==> config.mk <==
export PLATFORM = sky130hd
export DESIGN_NAME = frame_index_slot_tracker_top_flat
export DESIGN_NICKNAME = d
export VERILOG_FILES = /design/src/rtl/fis_pkg.sv /design/src/rtl/fis_if.sv /design/src/rtl/fis_ram.sv /design/src/rtl/fis_ctrl.sv /design/src/rtl/fis_dp.sv /design/src/rtl/frame_index_slot_tracker_top.sv /design/src/flat_wrapper.sv
export SDC_FILE = /design/constraint.sdc
export NUM_CORES = 1
export LEC_CHECK = 0
export BUFFER_PORTS_ARGS = -buffer_cell sky130_fd_sc_hd__buf_2
export CAP_MARGIN = 20
export CORE_MARGIN = 1
export CORE_UTILIZATION = 35
export DETAILED_ROUTE_END_ITERATION = 10
export PLACE_DENSITY = 0.5
export SLEW_MARGIN = 20
export SYNTH_ARGS = -nofsm -noshare
export SYNTH_HDL_FRONTEND = slang
export SYNTH_SLANG_ARGS = --single-unit
==> constraint.sdc <==
create_clock -name clk -period 4.25 [get_ports clk]
set_input_delay 0.425 -clock clk [delete_from_list [all_inputs] [get_ports clk]]
set_output_delay 0.425 -clock clk [all_outputs]
set_load 0.02 [all_outputs]
==> src/rtl/fis_pkg.sv <==
// ----------------------------------------------------------------------------
// fis_pkg
// Shared types, codes and helpers for the frame index slot tracker.
// ----------------------------------------------------------------------------
package fis_pkg;

  localparam int SLOT_COUNT = 16;
  localparam int SLOT_W     = (SLOT_COUNT > 1) ? $clog2(SLOT_COUNT) : 1;
  // wide enough for an 8-bit frame index and for SLOT_COUNT itself
  localparam int CMP_W      = 9;

  localparam logic [15:0] FRAME_TYPE_RST = 16'h88A4;

  // opcodes
  localparam logic [1:0] OP_ALLOC = 2'd0;
  localparam logic [1:0] OP_SET   = 2'd1;
  localparam logic [1:0] OP_TX    = 2'd2;
  localparam logic [1:0] OP_POLL  = 2'd3;

  // slot status codes (5..7 may be stored by a set request)
  localparam logic [2:0] ST_EMPTY = 3'd0;
  localparam logic [2:0] ST_ALLOC = 3'd1;
  localparam logic [2:0] ST_SENT  = 3'd2;
  localparam logic [2:0] ST_RCVD  = 3'd3;
  localparam logic [2:0] ST_DONE  = 3'd4;

  // result codes
  localparam logic [1:0] RC_DONE  = 2'd0;
  localparam logic [1:0] RC_FOUND = 2'd1;
  localparam logic [1:0] RC_OTHER = 2'd2;
  localparam logic [1:0] RC_NONE  = 2'd3;

  typedef logic [SLOT_W-1:0] slot_t;

  typedef enum logic [2:0] {
    S_IDLE,
    S_EXEC,
    S_A_RD,
    S_A_CHK,
    S_P_RD,
    S_P_CHK,
    S_P_PARK,
    S_OUT
  } fsm_t;

  typedef enum logic [1:0] {
    RD_REQ,
    RD_PTR,
    RD_FIDX
  } rd_sel_t;

  typedef struct packed {
    logic    load;
    rd_sel_t rd_sel;
    logic    search_adv;
    logic    claim;
    logic    set_wr;
    logic    tx_wr;
    logic    poll_eval;
    logic    park_eval;
    logic    out_load;
  } cmd_t;

  typedef struct packed {
    logic [1:0] opcode;
    logic       probe_empty;
    logic       turn_done;
    logic       need_park;
    logic       out_busy;
  } sts_t;

  function automatic slot_t slot_inc(input slot_t s);
    slot_inc = (s == SLOT_W'(SLOT_COUNT - 1)) ? '0 : s + 1'b1;
  endfunction

endpackage

==> src/rtl/fis_if.sv <==
// ----------------------------------------------------------------------------
// fis_if
// Request and result channel interfaces (valid/ready) of the slot tracker.
// ----------------------------------------------------------------------------
interface fis_in_if;
  logic        valid;
  logic        ready;
  logic [1:0]  opcode;
  logic [3:0]  request_index;
  logic [2:0]  new_status;
  logic        frame_present;
  logic [15:0] frame_ethertype;
  logic [7:0]  frame_index;
  logic [15:0] frame_counter;

  modport source (
    output valid, opcode, request_index, new_status, frame_present,
           frame_ethertype, frame_index, frame_counter,
    input  ready
  );
  modport sink (
    input  valid, opcode, request_index, new_status, frame_present,
           frame_ethertype, frame_index, frame_counter,
    output ready
  );
endinterface

interface fis_out_if;
  logic        valid;
  logic        ready;
  logic [1:0]  result_code;
  logic [3:0]  slot_index;
  logic [15:0] work_counter;

  modport source (
    output valid, result_code, slot_index, work_counter,
    input  ready
  );
  modport sink (
    input  valid, result_code, slot_index, work_counter,
    output ready
  );
endinterface

==> src/rtl/fis_ram.sv <==
// ----------------------------------------------------------------------------
// fis_ram
// Generic single-write, single-read RAM with registered read data.
// ----------------------------------------------------------------------------
module fis_ram #(
  parameter int WIDTH = 8,
  parameter int DEPTH = 16
) (
  input  logic                     clk,
  input  logic                     we,
  input  logic [$clog2(DEPTH)-1:0] waddr,
  input  logic [WIDTH-1:0]         wdata,
  input  logic [$clog2(DEPTH)-1:0] raddr,
  output logic [WIDTH-1:0]         rdata
);

  logic [WIDTH-1:0] mem_r [DEPTH];
  logic [WIDTH-1:0] rdata_r;

  always_ff @(posedge clk) begin
    if (we) begin
      mem_r[waddr] <= wdata;
    end
    rdata_r <= mem_r[raddr];
  end

  assign rdata = rdata_r;

endmodule

==> src/rtl/fis_ctrl.sv <==
// ----------------------------------------------------------------------------
// fis_ctrl
// Sequencer: steps each request through slot search, poll or status write.
// ----------------------------------------------------------------------------
module fis_ctrl (
  input  logic          clk,
  input  logic          rst_n,
  input  logic          in_valid,
  input  logic [1:0]    in_opcode,
  output logic          in_ready,
  input  fis_pkg::sts_t sts,
  output fis_pkg::cmd_t cmd
);
  import fis_pkg::*;

  fsm_t state_r, state_nxt;

  always_ff @(posedge clk) begin
    if (!rst_n) begin
      state_r <= S_IDLE;
    end else begin
      state_r <= state_nxt;
    end
  end

  always_comb begin
    state_nxt = state_r;
    cmd       = '0;
    cmd.rd_sel = RD_REQ;
    in_ready  = 1'b0;
    case (state_r)
      S_IDLE: begin
        in_ready = 1'b1;
        if (in_valid) begin
          cmd.load = 1'b1;
          // dispatch on the incoming opcode; op_r is loaded on this edge
          case (in_opcode)
            OP_ALLOC: state_nxt = S_A_RD;
            OP_POLL:  state_nxt = S_P_RD;
            default:  state_nxt = S_EXEC;
          endcase
        end
      end
      S_EXEC: begin
        if (sts.opcode == OP_SET) begin
          cmd.set_wr = 1'b1;
        end else begin
          cmd.tx_wr = 1'b1;
        end
        state_nxt = S_OUT;
      end
      S_A_RD: begin
        cmd.rd_sel = RD_PTR;
        state_nxt  = S_A_CHK;
      end
      S_A_CHK: begin
        if (sts.probe_empty || sts.turn_done) begin
          cmd.claim = 1'b1;
          state_nxt = S_OUT;
        end else begin
          cmd.search_adv = 1'b1;
          state_nxt      = S_A_RD;
        end
      end
      S_P_RD: begin
        cmd.rd_sel = RD_REQ;
        state_nxt  = S_P_CHK;
      end
      S_P_CHK: begin
        cmd.poll_eval = 1'b1;
        cmd.rd_sel    = RD_FIDX;
        state_nxt     = sts.need_park ? S_P_PARK : S_OUT;
      end
      S_P_PARK: begin
        cmd.park_eval = 1'b1;
        state_nxt     = S_OUT;
      end
      S_OUT: begin
        if (!sts.out_busy) begin
          cmd.out_load = 1'b1;
          state_nxt    = S_IDLE;
        end
      end
      default: state_nxt = S_IDLE;
    endcase
  end

endmodule

==> src/rtl/fis_dp.sv <==
// ----------------------------------------------------------------------------
// fis_dp
// Datapath: request registers, status and counter stores, result register.
// ----------------------------------------------------------------------------
module fis_dp (
  input  logic          clk,
  input  logic          rst_n,
  input  fis_pkg::cmd_t cmd,
  output fis_pkg::sts_t sts,
  input  logic          cfg_we,
  input  logic [15:0]   cfg_wdata,
  input  logic [1:0]    opcode,
  input  logic [3:0]    request_index,
  input  logic [2:0]    new_status,
  input  logic          frame_present,
  input  logic [15:0]   frame_ethertype,
  input  logic [7:0]    frame_index,
  input  logic [15:0]   frame_counter,
  output logic          out_valid,
  input  logic          out_ready,
  output logic [1:0]    result_code,
  output logic [3:0]    slot_index,
  output logic [15:0]   work_counter
);
  import fis_pkg::*;

  // latched request
  logic [1:0]  op_r;
  logic [3:0]  req_r;
  logic [2:0]  nst_r;
  logic        present_r;
  logic [15:0] etype_r;
  logic [7:0]  fidx_r;
  logic [15:0] fcnt_r;

  logic [15:0] match_r;
  slot_t       last_r;
  slot_t       ptr_r, ptr_nxt;
  slot_t       start_r;
  slot_t       cnt_r;

  logic [SLOT_COUNT-1:0] vld_r;
  logic                  vld_q_r;

  logic [1:0]  res_code_r, res_code_nxt;
  logic [3:0]  res_slot_r;
  logic [15:0] res_wkc_r, res_wkc_nxt;

  logic        out_valid_r;
  logic [1:0]  out_code_r;
  logic [3:0]  out_slot_r;
  logic [15:0] out_wkc_r;

  // store ports
  logic        st_we;
  slot_t       st_waddr;
  logic [2:0]  st_wdata;
  slot_t       st_raddr;
  logic [2:0]  st_q;
  logic [2:0]  st_eff;
  logic        ctr_we;
  logic [15:0] ctr_q;

  slot_t       req_a, fidx_a, claim_slot;
  logic        req_in, fidx_in, type_ok, idx_hit;

  assign req_a      = SLOT_W'(req_r);
  assign fidx_a     = SLOT_W'(fidx_r);
  assign req_in     = CMP_W'(req_r) < CMP_W'(SLOT_COUNT);
  assign fidx_in    = CMP_W'(fidx_r) < CMP_W'(SLOT_COUNT);
  assign type_ok    = (etype_r == match_r);
  assign idx_hit    = (CMP_W'(fidx_r) == CMP_W'(req_r));
  // a slot never written reads as empty
  assign st_eff     = vld_q_r ? st_q : ST_EMPTY;
  assign claim_slot = (st_eff == ST_EMPTY) ? ptr_r : start_r;
  assign ptr_nxt    = slot_inc(ptr_r);

  always_comb begin
    case (cmd.rd_sel)
      RD_PTR:  st_raddr = ptr_r;
      RD_FIDX: st_raddr = fidx_a;
      default: st_raddr = req_a;
    endcase
  end

  // status writes and poll evaluation
  always_comb begin
    st_we        = 1'b0;
    st_waddr     = req_a;
    st_wdata     = ST_EMPTY;
    ctr_we       = 1'b0;
    res_code_nxt = res_code_r;
    res_wkc_nxt  = res_wkc_r;
    if (cmd.load) begin
      res_code_nxt = RC_DONE;
      res_wkc_nxt  = '0;
    end
    if (cmd.claim) begin
      st_we    = 1'b1;
      st_waddr = claim_slot;
      st_wdata = ST_ALLOC;
    end
    if (cmd.set_wr) begin
      st_we    = req_in;
      st_wdata = nst_r;
    end
    if (cmd.tx_wr) begin
      st_we    = req_in;
      st_wdata = ST_SENT;
    end
    if (cmd.poll_eval) begin
      if (req_in && st_eff == ST_RCVD) begin
        res_code_nxt = RC_FOUND;
        res_wkc_nxt  = ctr_q;
        st_we        = 1'b1;
        st_wdata     = ST_DONE;
      end else if (!present_r) begin
        res_code_nxt = RC_NONE;
      end else begin
        res_code_nxt = RC_OTHER;
        if (type_ok && idx_hit) begin
          res_code_nxt = RC_FOUND;
          res_wkc_nxt  = fcnt_r;
          st_we        = req_in;
          st_wdata     = ST_DONE;
        end
      end
    end
    if (cmd.park_eval && st_eff == ST_SENT) begin
      st_we    = 1'b1;
      st_waddr = fidx_a;
      st_wdata = ST_RCVD;
      ctr_we   = 1'b1;
    end
  end

  // frame for another slot: look that slot up next
  assign sts.need_park = !(req_in && st_eff == ST_RCVD) && present_r && type_ok &&
                         !idx_hit && fidx_in;
  assign sts.opcode      = op_r;
  assign sts.probe_empty = (st_eff == ST_EMPTY);
  assign sts.turn_done   = (cnt_r == SLOT_W'(SLOT_COUNT - 1));
  assign sts.out_busy    = out_valid_r && !out_ready;

  fis_ram #(.WIDTH(3), .DEPTH(SLOT_COUNT)) u_status_ram (
    .clk   (clk),
    .we    (st_we),
    .waddr (st_waddr),
    .wdata (st_wdata),
    .raddr (st_raddr),
    .rdata (st_q)
  );

  fis_ram #(.WIDTH(16), .DEPTH(SLOT_COUNT)) u_counter_ram (
    .clk   (clk),
    .we    (ctr_we),
    .waddr (fidx_a),
    .wdata (fcnt_r),
    .raddr (req_a),
    .rdata (ctr_q)
  );

  // control state
  always_ff @(posedge clk) begin
    if (!rst_n) begin
      match_r     <= FRAME_TYPE_RST;
      last_r      <= '0;
      vld_r       <= '0;
      out_valid_r <= 1'b0;
    end else begin
      if (cfg_we) begin
        match_r <= cfg_wdata;
      end
      if (cmd.claim) begin
        last_r <= claim_slot;
      end
      if (st_we) begin
        vld_r[st_waddr] <= 1'b1;
      end
      if (cmd.out_load) begin
        out_valid_r <= 1'b1;
      end else if (out_ready) begin
        out_valid_r <= 1'b0;
      end
    end
  end

  // payload
  always_ff @(posedge clk) begin
    vld_q_r    <= vld_r[st_raddr];
    res_code_r <= res_code_nxt;
    res_wkc_r  <= res_wkc_nxt;
    if (cmd.load) begin
      op_r       <= opcode;
      req_r      <= request_index;
      nst_r      <= new_status;
      present_r  <= frame_present;
      etype_r    <= frame_ethertype;
      fidx_r     <= frame_index;
      fcnt_r     <= frame_counter;
      ptr_r      <= slot_inc(last_r);
      start_r    <= slot_inc(last_r);
      cnt_r      <= '0;
      res_slot_r <= request_index;
    end
    if (cmd.search_adv) begin
      ptr_r <= ptr_nxt;
      cnt_r <= cnt_r + 1'b1;
    end
    if (cmd.claim) begin
      res_slot_r <= 4'(claim_slot);
    end
    if (cmd.out_load) begin
      out_code_r <= res_code_r;
      out_slot_r <= res_slot_r;
      out_wkc_r  <= res_wkc_r;
    end
  end

  assign out_valid    = out_valid_r;
  assign result_code  = out_code_r;
  assign slot_index   = out_slot_r;
  assign work_counter = out_wkc_r;

endmodule

==> src/rtl/frame_index_slot_tracker_top.sv <==
// ----------------------------------------------------------------------------
// frame_index_slot_tracker_top
// Datagram index slot tracker: allocate, status writes and frame polling.
// ----------------------------------------------------------------------------
// Usage:
//   in_chan  : one request per valid/ready transfer (opcode, index, status,
//              and for a poll the received frame's ethertype/index/counter).
//   out_chan : exactly one result per request, in request order.
//   cfg_we / cfg_wdata : write the ethertype to match; write only when idle.
// Steps per request, between accept and result:
//   set status / transmitted : status write
//   poll                     : read + check; park if another slot's frame
//   allocate                 : N probes, N = slots probed (1..SLOT_COUNT);
//                              each probe is one status RAM read + check.
//   The status store has a single read port; the round-robin search reads
//   one slot per probe.
// Results leave through the output register. A finished result
// waits in the output register; the next request is still accepted and runs
// until it too must hand over a result, then holds until out_chan.ready.
// Reset (rst_n low, synchronous): all slots read as empty (valid bits clear,
// no clearing pass), last slot = 0, match ethertype = 0x88A4, output empty.
// ----------------------------------------------------------------------------
module frame_index_slot_tracker_top (
  input  logic         clk,
  input  logic         rst_n,
  fis_in_if.sink       in_chan,
  fis_out_if.source    out_chan,
  input  logic         cfg_we,
  input  logic [15:0]  cfg_wdata
);
  import fis_pkg::*;

  cmd_t cmd;
  sts_t sts;
  logic in_ready;

  // sequencer: owns the request handshake
  fis_ctrl u_ctrl (
    .clk       (clk),
    .rst_n     (rst_n),
    .in_valid  (in_chan.valid),
    .in_opcode (in_chan.opcode),
    .in_ready  (in_ready),
    .sts       (sts),
    .cmd       (cmd)
  );

  assign in_chan.ready = in_ready;

  // datapath: stores, search pointer, result and output register
  fis_dp u_dp (
    .clk             (clk),
    .rst_n           (rst_n),
    .cmd             (cmd),
    .sts             (sts),
    .cfg_we          (cfg_we),
    .cfg_wdata       (cfg_wdata),
    .opcode          (in_chan.opcode),
    .request_index   (in_chan.request_index),
    .new_status      (in_chan.new_status),
    .frame_present   (in_chan.frame_present),
    .frame_ethertype (in_chan.frame_ethertype),
    .frame_index     (in_chan.frame_index),
    .frame_counter   (in_chan.frame_counter),
    .out_valid       (out_chan.valid),
    .out_ready       (out_chan.ready),
    .result_code     (out_chan.result_code),
    .slot_index      (out_chan.slot_index),
    .work_counter    (out_chan.work_counter)
  );

endmodule

==> src/flat_wrapper.sv <==
// flat-port wrapper written by rule: the top's interface ports become plain ports
module frame_index_slot_tracker_top_flat import fis_pkg::*;
  (clk, rst_n, cfg_we, cfg_wdata, in_chan_valid, in_chan_opcode, in_chan_request_index, in_chan_new_status, in_chan_frame_present, in_chan_frame_ethertype, in_chan_frame_index, in_chan_frame_counter, in_chan_ready, out_chan_valid, out_chan_result_code, out_chan_slot_index, out_chan_work_counter, out_chan_ready);
  fis_in_if in_chan_i ();
  fis_out_if out_chan_i ();
  input  logic clk;
  input  logic rst_n;
  input  logic cfg_we;
  input  logic [15:0] cfg_wdata;
  input wire logic [$bits(in_chan_i.valid)-1:0] in_chan_valid;
  input wire logic [$bits(in_chan_i.opcode)-1:0] in_chan_opcode;
  input wire logic [$bits(in_chan_i.request_index)-1:0] in_chan_request_index;
  input wire logic [$bits(in_chan_i.new_status)-1:0] in_chan_new_status;
  input wire logic [$bits(in_chan_i.frame_present)-1:0] in_chan_frame_present;
  input wire logic [$bits(in_chan_i.frame_ethertype)-1:0] in_chan_frame_ethertype;
  input wire logic [$bits(in_chan_i.frame_index)-1:0] in_chan_frame_index;
  input wire logic [$bits(in_chan_i.frame_counter)-1:0] in_chan_frame_counter;
  output wire logic [$bits(in_chan_i.ready)-1:0] in_chan_ready;
  output wire logic [$bits(out_chan_i.valid)-1:0] out_chan_valid;
  output wire logic [$bits(out_chan_i.result_code)-1:0] out_chan_result_code;
  output wire logic [$bits(out_chan_i.slot_index)-1:0] out_chan_slot_index;
  output wire logic [$bits(out_chan_i.work_counter)-1:0] out_chan_work_counter;
  input wire logic [$bits(out_chan_i.ready)-1:0] out_chan_ready;
  assign in_chan_i.valid = in_chan_valid;
  assign in_chan_i.opcode = in_chan_opcode;
  assign in_chan_i.request_index = in_chan_request_index;
  assign in_chan_i.new_status = in_chan_new_status;
  assign in_chan_i.frame_present = in_chan_frame_present;
  assign in_chan_i.frame_ethertype = in_chan_frame_ethertype;
  assign in_chan_i.frame_index = in_chan_frame_index;
  assign in_chan_i.frame_counter = in_chan_frame_counter;
  assign in_chan_ready = in_chan_i.ready;
  assign out_chan_valid = out_chan_i.valid;
  assign out_chan_result_code = out_chan_i.result_code;
  assign out_chan_slot_index = out_chan_i.slot_index;
  assign out_chan_work_counter = out_chan_i.work_counter;
  assign out_chan_i.ready = out_chan_ready;
  frame_index_slot_tracker_top u_core (.clk(clk), .rst_n(rst_n), .in_chan(in_chan_i), .out_chan(out_chan_i), .cfg_we(cfg_we), .cfg_wdata(cfg_wdata));
endmodule
======== Yosys cells after proc, flatten, opt, wreduce, memory -nomap -nowiden ========
Memories as Yosys holds them, arrays and structs flattened. A register that Yosys moved wholly into a read port is not among the register bits.
Index checks and enable logic that the tools add are counted.
storage, ports and cells
  bits in registers ....................... 147
  bits in writable memories ............... 304
  bits of input ports ..................... 71
  output and inout bits ................... 24
  memories ................................ 2
operators by class
  $add $sub $neg .......................... 3
  magnitude comparators ................... 4
  eq/ne operators ......................... 20
  muxes and demuxes ....................... 70
  bitwise logic cells ..................... 1
  reductions and logical operators ........ 21
memories
  memory                           words  bits a word  read ports  clocked after memory_dff  write ports  line           RTL
  u_core.u_dp.u_counter_ram.mem_r  16     16           1           1                         1            fis_ram.sv:17  logic [WIDTH-1:0] mem_r [DEPTH];
  u_core.u_dp.u_status_ram.mem_r   16     3            1           1                         1            fis_ram.sv:17
operators by type and width
  cell                                                        number
  2-to-1 mux 16 bit                                           5
  2-to-1 mux 4 bit                                            11
  2-to-1 mux 3 bit                                            11
  2-to-1 mux 1 bit                                            30
  case mux 3 bit (7 select lines)                             1
  equality test 16 bit                                        1
  OR 16 bit                                                   1
  2-to-1 mux 2 bit                                            7
  adder 4 x 1 -> 4 bit, second input constant                 3
  equality test 3 x 2 -> 1 bit, second input constant         4
  equality test 3 bit, second input constant                  4
  equality test 4 bit, second input constant                  3
  less-than comparator 4 x 5 -> 1 bit, second input constant  2
  equality test 8 x 4 -> 1 bit                                1
  logical AND 1 bit                                           8
  less-than comparator 8 x 5 -> 1 bit, second input constant  1
  case mux 4 bit (2 select lines)                             1
  nonzero test 2 bit                                          4
  logical NOT 3 bit                                           2
  case mux 3 bit (2 select lines)                             1
  binary-select mux 1 bit (select 4 bit)                      1
  demux 1 bit (select 4 bit)                                  1
  equality test 2 x 1 -> 1 bit, second input constant         2
  equality test 2 bit, second input constant                  2
  other kinds (9)                                             12

======== Depth between registers and ports, before layout ========
Gate-level depths: netlist of the first run.
  depth after elaboration ................. 15
  gate-level depth with buffers ........... 11
  gate-level depth less buffers ........... 8

======== Modules after synthesis ========
Synthesis of the first run repeated with hierarchy kept, for this count alone.
second synthesis, totals
  cell total of the unflattened synthesis .. 1083
  area, all modules ....................... 18566.6 um^2
modules (own cells, without submodules)
  module                               instances  cells an instance  area each (um^2)  sequential area each (um^2)
  fis_ram (u_core.u_dp.u_counter_ram)  1          432                10043.4           8007.7
  fis_dp                               1          503                6190.9            3783.6
  fis_ram (u_core.u_dp.u_status_ram)   1          103                2011.9            1501.4
  fis_ctrl                             1          45                 320.3             60.1

======== Least setup slack after synthesis of the first run ========
Ideal clock, no wire load.
  kind .................................... register -> register
  from .................................... register u_core.u_ctrl.state_r[1]
  to ...................................... register u_core.u_dp.res_wkc_r[10]
  setup time .............................. 0.122 ns
  arrival ................................. 3.192 ns
  setup slack ............................. 0.936 ns
  cell stages (with the launch flop) ...... 9
  path buffers ............................ 2
  clock period less this slack ............ 3.314 ns
  path through ............................ dfxtp_1 > buf_2 > nor3_1 > nand2_1 > inv_1 > nor3_2 > buf_6 > and2_0 > a221o_1
RTL lines
  what                    line            RTL
  start, declared         fis_ctrl.sv:16  fsm_t state_r, state_nxt;
  start signal, assigned  fis_ctrl.sv:22  state_r <= state_nxt;
  end signal, assigned    fis_dp.sv:192   res_wkc_r <= res_wkc_nxt;
  end, declared           fis_dp.sv:47    logic [15:0] res_wkc_r, res_wkc_nxt;

======== Final worst setup path of the first run ========
  from .................................... register u_core.u_ctrl.state_r[2]
  to ...................................... register u_core.u_dp.u_status_ram.rdata_r[1] (netlist: u_core.u_dp.u_status_ram.rdata[1]), read port of u_core.u_dp.u_status_ram.mem_r
between the ends
  word-level cells in the longest chain between the ends .. 4
RTL lines
  what                                                                 line            RTL
  equality test 3 bit or equality test 3 x 2 -> 1 bit (tied branches)  fis_ctrl.sv:31  case (state_r)
  case mux 2 bit (2 select lines) (*)                                  fis_ctrl.sv:31
  equality test 2 bit or equality test 2 x 1 -> 1 bit (tied branches)  fis_dp.sv:79    case (cmd.rd_sel)
  case mux 4 bit (2 select lines) (*)                                  fis_dp.sv:79
  end, declared                                                        fis_ram.sv:18   logic [WIDTH-1:0] rdata_r;
Mark *: on every way between the ends. The rest lies on a longest branch, timed or not.
A chain may end at the register's enable or synchronous reset.

==> flow_metrics.tcl, run 1 <==
set metrics [dict create \
    cp_data_required_time_ns 4.77 \
    syn_avg_cell_area_um2 18.1 \
    ios 95 \
    clock-root-buffer "clkbuf_16" \
    cts_htree_levels 2 \
    grt_use_total_pct 16.5 \
    path_cells "nand3b_1, a32oi_1, and2_1, buf_4, a21oi_1, a22oi_1, a22oi_1, nand2_1" \
    rsz0062_at_grt "false" \
    p_per_area_nw_per_um2 507 \
    status "finished clean" \
    yosys-top-cells-area "edfxtp_1 66%, mux4_2 10%, dfxtp_1 8.4%, mux2i_1 1.6%, nand2_1 1.2%" \
    cts.repair.resized 0 \
    worst_pin_slew_ns 1.09 \
    hold_viol 0 \
    drv_slew 0 \
    synth_cells 1000 \
    final_cell_area_um2 21600 \
    drc 0 \
    slew_headroom_pct 26.9 \
    leakage_nw 7.36 \
    synth.most_common_cell "edfxtp_1" \
    cpMostUsedCell "a22oi_1" \
    finClkSkew_ns 0.0209 \
    antenna_found_initial 1 \
    cts_tree "built" \
    fmax_ghz 0.337 \
    synthFlopType "edfxtp_1" \
    synth_cell_type_count 73 \
    synth_edf_count 394 \
    ir_drop_mv 0.273 \
    cp_max_fo 22 \
    grt_pass1_wl_um 64000 \
    grt_start_max_net_pins 65 \
    maxCapViolCount 0 \
    synthToLayoutAreaGrowth_pct 19.7 \
    portBuffers 94 \
    tns_ns 0 \
    worst_ep_arrival_time_ns 3.49 \
    firstDrtPassIters 5 \
    syn_area_um2 18100 \
    place_area_um2 19500 \
    yosys_warnings 0 \
    yosysTopAreaCellShare_pct 65.5 \
    cts.clk_slew.worst_paths_ns 0.06 \
    synthArstFlopShare_pct 0 \
    ys_seq_area_share_pct 73.9 \
    routed_via_density 5.01 \
    routedWlPerCell_um 22.6 \
    cts_buffers 50 \
    initial_core_util_pct 35.7 \
    antenna_cells 0 \
    hold_class "in2reg" \
    grt-ovfl-total 0 \
    clockBufferDepth 3 \
    placementRows 82 \
    cp-start-kind "register" \
    fin_nets 1246 \
    cts_setup_buffers 0 \
    layout_min_cycle_time_ns 2.97 \
    detailedRoute.firstIterationViolations 738 \
    dieHeight_um 229 \
    hpwl_um 24900 \
    place_inst 1749 \
    clk_latency_ns 0.59 \
    hold_buffers 41 \
    yosys.area.top_type "edfxtp_1" \
    slowest_delay_ns 0.73 \
    synth_commonest_cells "394 x edfxtp_1, 80 x mux4_2, 76 x dfxtp_1, 56 x nand2_1, 48 x nor2_1" \
    cpMaxStageDelayCell "and2_1" \
    drive_gt1_share_pct 27.9 \
    grt_pass1_vias 10036 \
    setup_viol 0 \
    ys_ff_latch 470 \
    fin_crit_sh_pct 69.8 \
    cp-end-kind "register" \
    ant_nets 0 \
    finalNonFillerCells 1884 \
    path_class "reg2reg" \
    die_w_um 229 \
    postRouteWirelength_um 42500 \
    synth_nets 1076 \
    die-area_um2 52500 \
    place_congestion 0.808 \
    core_area_um2 50600 \
    vias 9433 \
    cts_sinks 470 \
]
## where the power goes
group / switching (mW) / internal [mW] / leakage [nW]
combinational: 0.586 / 0.430 / 2.29
sequential: 0.187 / 5.22 / 4.22
clock: 1.81 / 2.74 / 0.850
## state kept, by name, indices dropped and copies added, names as in the netlist, 3 cells and up
signal	count
u_core.u_dp.u_counter_ram.mem_r	256
u_core.u_dp.fidx_r	8
u_core.u_dp.work_counter	16
u_core.u_dp.vld_r	16
u_core.u_dp.cnt_r	4
u_core.u_dp.slot_index	4
u_core.u_dp.u_status_ram.rdata	3
u_core.u_dp.u_counter_ram.rdata	16
u_core.u_dp.etype_r	16
u_core.u_dp.start_r	4
u_core.u_dp.fcnt_r	16
u_core.u_dp.nst_r	3
u_core.u_dp.req_a	4
u_core.u_dp.u_status_ram.mem_r	48
u_core.u_dp.res_slot_r	4
u_core.u_ctrl.state_r	3
u_core.u_dp.res_wkc_r	16
u_core.u_dp.ptr_r	4
u_core.u_dp.match_r	16
u_core.u_dp.last_r	4
## per-stage QoR
step	setup WS (ns)	power, mW	utilization [%]	hold WS [ns]
final	1.28	11.0	42.7	0.0302
after global routing	1.01	11.4	42.7	0.00849
after floorplan	0.936	6.16	-	0.400
after detailed placement	1.32	6.50	38.5	0.406
after CTS	1.32	11.1	42.7	0.00334
after global placement	1.42	6.49	38.5	0.406
## layout make-up
class	instances	area, um2
tap	672	841
fill	4507	29000
sequential	470	13400
clock buffer	64	1390
clock inverter	30	350
multi-input combinational	472	4520
timing repair buffer	167	1130
inverter	9	33.8
## routing by layer
metal	up-vias	track usage (%)	routed length, um
met2	201	27.6	20800
met1	4857	22.0	18900
li1	4309	-	-
met4	0	4.83	951
met3	66	2.75	1880
met5	-	0	0
## cells in the final DEF (no fill, tap or decap), types with 9 or more instances in the layout
cell           synthesis  routed
xnor2_1               21      21
mux4_2                80      80
mux2i_1               29      29
clkinv_1               1       9
buf_2                 20      94
nand3_1               10      10
buf_4                  2      31
a22oi_1               21      21
dfxtp_1               76      76
nand2_1               56      56
a221o_1               17      17
a31oi_1                9       9
and2_0                11      11
nor2_1                48      41
nor2_2                 9      15
edfxtp_1             394     394
o21ai_0                9       9
o21a_1                17      17
clkbuf_16              0      51
a21oi_1               29      29
dlygate4sd3_1          0      41
## cells by family (layout without fill, tap and decap cells)
group	Yosys count	in the layout	share of synthesized area, %
DFF	470	470	73.9
and+or+nand+nor	201	201	5.80
AOI/OAI and AO/OA	130	130	5.50
muxes	112	112	11.8
buffers and inverters	58	270	1.50
xor gates and xnor gates	24	24	1.16
adders and majority gates	5	5	0.346
## final timing paths
kind / from / endpoint / slack, ns / cells past startpoint
setup / recovery: u_core.u_ctrl.state_r[2]$_SDFFE_PN0P_ / u_core.u_dp.u_status_ram.rdata[1]$_DFF_P_ / 1.28 / 8
hold / removal: in_chan_new_status[1] / u_core.u_dp.nst_r[1]$_DFFE_PP_ / 0.03 / 1
hold reg to reg: u_core.u_dp.res_slot_r[3]$_DFFE_PP_ / u_core.u_dp.slot_index[3]$_DFFE_PP_ / 0.42 / 0
setup reg to reg: u_core.u_ctrl.state_r[2]$_SDFFE_PN0P_ / u_core.u_dp.u_status_ram.rdata[1]$_DFF_P_ / 1.28 / 8
## critical path: cells and delay by family, from the launching register on
| family | cells | cell delay [ns] |
|---|---|---|
| and+or+nand+nor | 3 | 1.17 |
| buffers and inverters | 1 | 0.29 |
| AOI/OAI and AO/OA | 4 | 0.75 |
| DFF | 1 | 0.70 |
Power figures use the tool's default switching activity.
==> run 2, diff against run 1 <==
Settings changed: PLACE_DENSITY 0.5 to 0.51.
Clock period 4.25 ns to 2.4 ns, I/O delays scaled along.
==> run 2 against run 1 <==
Compared with the run above: wire length is essentially flat; via count grew 2.7%; global-route usage shrank 0.16 points; critical path type unchanged; clock power grew 67%; power grew 76%; sequential power grew 77%; hold slack gained 0.0084 ns; register-to-register slack lost 1.3 ns; critical path depth grew 2; flip-flop and latch count is the same.
==> flow_metrics.tcl, run 2 (synthesis gave the netlist of run 1 again) <==
set metrics [dict create \
    ff_latch_area_um2 13400 \
    die-area_um2 52500 \
    routedWlPerCell_um 21.6 \
    cp-end-kind "register" \
    cts_buffers 51 \
    place_inst 1799 \
    place_congestion 0.815 \
    leakage_nw 7.81 \
    fmax_ghz 0.421 \
    setup_viol 0 \
    synthToLayoutAreaGrowth_pct 25.8 \
    routed_via_density 4.93 \
    die_w_um 229 \
    firstDrtPassIters 5 \
    drive_gt1_share_pct 32.0 \
    detailedRoute.firstIterationViolations 701 \
    clk_latency_ns 0.60 \
    hpwl_um 25200 \
    portBuffers 94 \
    fin_crit_sh_pct 99.1 \
    p_per_area_nw_per_um2 850 \
    highest_layer "met4" \
    initial_core_util_pct 35.7 \
    drv_slew 0 \
    worst_ep_arrival_time_ns 2.85 \
    grt_pass1_vias 10212 \
    clock-root-buffer "clkbuf_16" \
    cp_max_fo 8 \
    hold_viol 0 \
    largest_reg_flops 256 \
    status "finished clean" \
    wl_met3_um 1740 \
    slew_headroom_pct 57.4 \
    grt_start_max_net_pins 41 \
    largest-register "u_core.u_dp.u_counter_ram.mem_r" \
    hold-worst-slack_ns 0.0386 \
    placementRows 82 \
    ir_drop_mv 0.520 \
    nFillCells 4351 \
    cts.clk_slew.worst_paths_ns 0.06 \
    maxCapViolCount 0 \
    cp_data_required_time_ns 2.87 \
    final_common_cell "edfxtp_1" \
    antenna_cells 0 \
    grt_use_total_pct 16.3 \
    hold_class "in2reg" \
    wl_met1_um 18800 \
    finClkSkew_ns 0.0232 \
    cts_sinks 470 \
    rsz0062_at_grt "true" \
    core_area_um2 50600 \
    clockBufferDepth 3 \
    antenna_found_initial 0 \
    tns_ns 0 \
    worst_pin_slew_ns 0.640 \
    cp-start-kind "register" \
    wl_met2_um 21200 \
    layout_min_cycle_time_ns 2.38 \
    multi_input_area_um2 4740 \
    finalNonFillerCells 1964 \
    rrSetupSlack_ns 0.02 \
    ios 95 \
    vias 9684 \
    postRouteWirelength_um 42500 \
    ant_nets 0 \
    grt_pass1_wl_um 63500 \
    dieHeight_um 229 \
    path_class "reg2reg" \
    utilization_pct 44.9 \
    drc 0 \
    grt-ovfl-total 0 \
    largestRegisters "u_core.u_dp.u_counter_ram.mem_r x256, u_core.u_dp.u_status_ram.mem_r x48" \
    pre_cts_ws_ns -0.401 \
    cts_htree_levels 2 \
    fin_nets 1326 \
    worst_slack_ns 0.0219 \
    cts_tree "built" \
    layout_common_cells "394 x edfxtp_1, 94 x buf_2, 80 x mux4_2" \
]
run 2: timing repair:
item                                    4_1_cts  5_1_grt
pin swaps                                     0       15
hold buffers                                 67        0
setup buffers                                 1        1
gates resized for setup                      17       35
endpoints found under the setup margin       97       65
gates cloned                                  0        1
endpoints found under the hold margin        70        0
run 2: routing by layer:
metal	global-route usage (%)	vias to the layer above
li1	-	4484
met1	21.4	4952
met2	27.6	192
met3	2.86	56
met4	5.00	0
met5	0	-
run 2: power breakdown:
| group | switching [mW] | total, mW | internal, mW |
|---|---|---|---|
| logic | 1.19 | 2.19 | 0.991 |
| clock network | 3.12 | 7.58 | 4.46 |
| registers | 0.298 | 9.55 | 9.25 |
run 2: critical path, stage by stage (launching register included):
cell	delay, ns
edfxtp_1	0.39
xnor2_1	0.20
nand4_1	0.13
nor4_2	0.37
buf_4	0.18
and3_4	0.21
buf_6	0.11
nor3_4	0.05
clkbuf_16	0.21
and2_0	0.15
a221o_1	0.26
run 2: worst paths after layout:
check	from	end	cells past startpoint
max	u_core.u_dp.etype_r[8]$_DFFE_PP_	u_core.u_dp.res_wkc_r[8]$_DFF_P_	10
min	rst_n	u_core.u_ctrl.state_r[1]$_SDFFE_PN0P_	3
max reg2reg	u_core.u_dp.etype_r[8]$_DFFE_PP_	u_core.u_dp.res_wkc_r[8]$_DFF_P_	10
min reg2reg	u_core.u_dp.res_slot_r[2]$_DFFE_PP_	u_core.u_dp.slot_index[2]$_DFFE_PP_	0
run 2: layout make-up:
type	count	share of cell area, %
clock inverter	16	0.766
clock buffer	79	6.34
timing repair buffer	246	9.36
tap	672	3.70
inverter	9	0.165
multi-input combinational	472	20.8
sequential	470	58.8
run 2: stage by stage:
stage | power [mW] | area, um2
2_1_floorplan | 10.9 | 18100
3_3_place_gp | 11.7 | 20200
3_5_place_dp | 11.8 | 20200
4_1_cts | 19.5 | 22600
5_1_grt | 20.0 | 22700
6_report | 19.3 | 22700
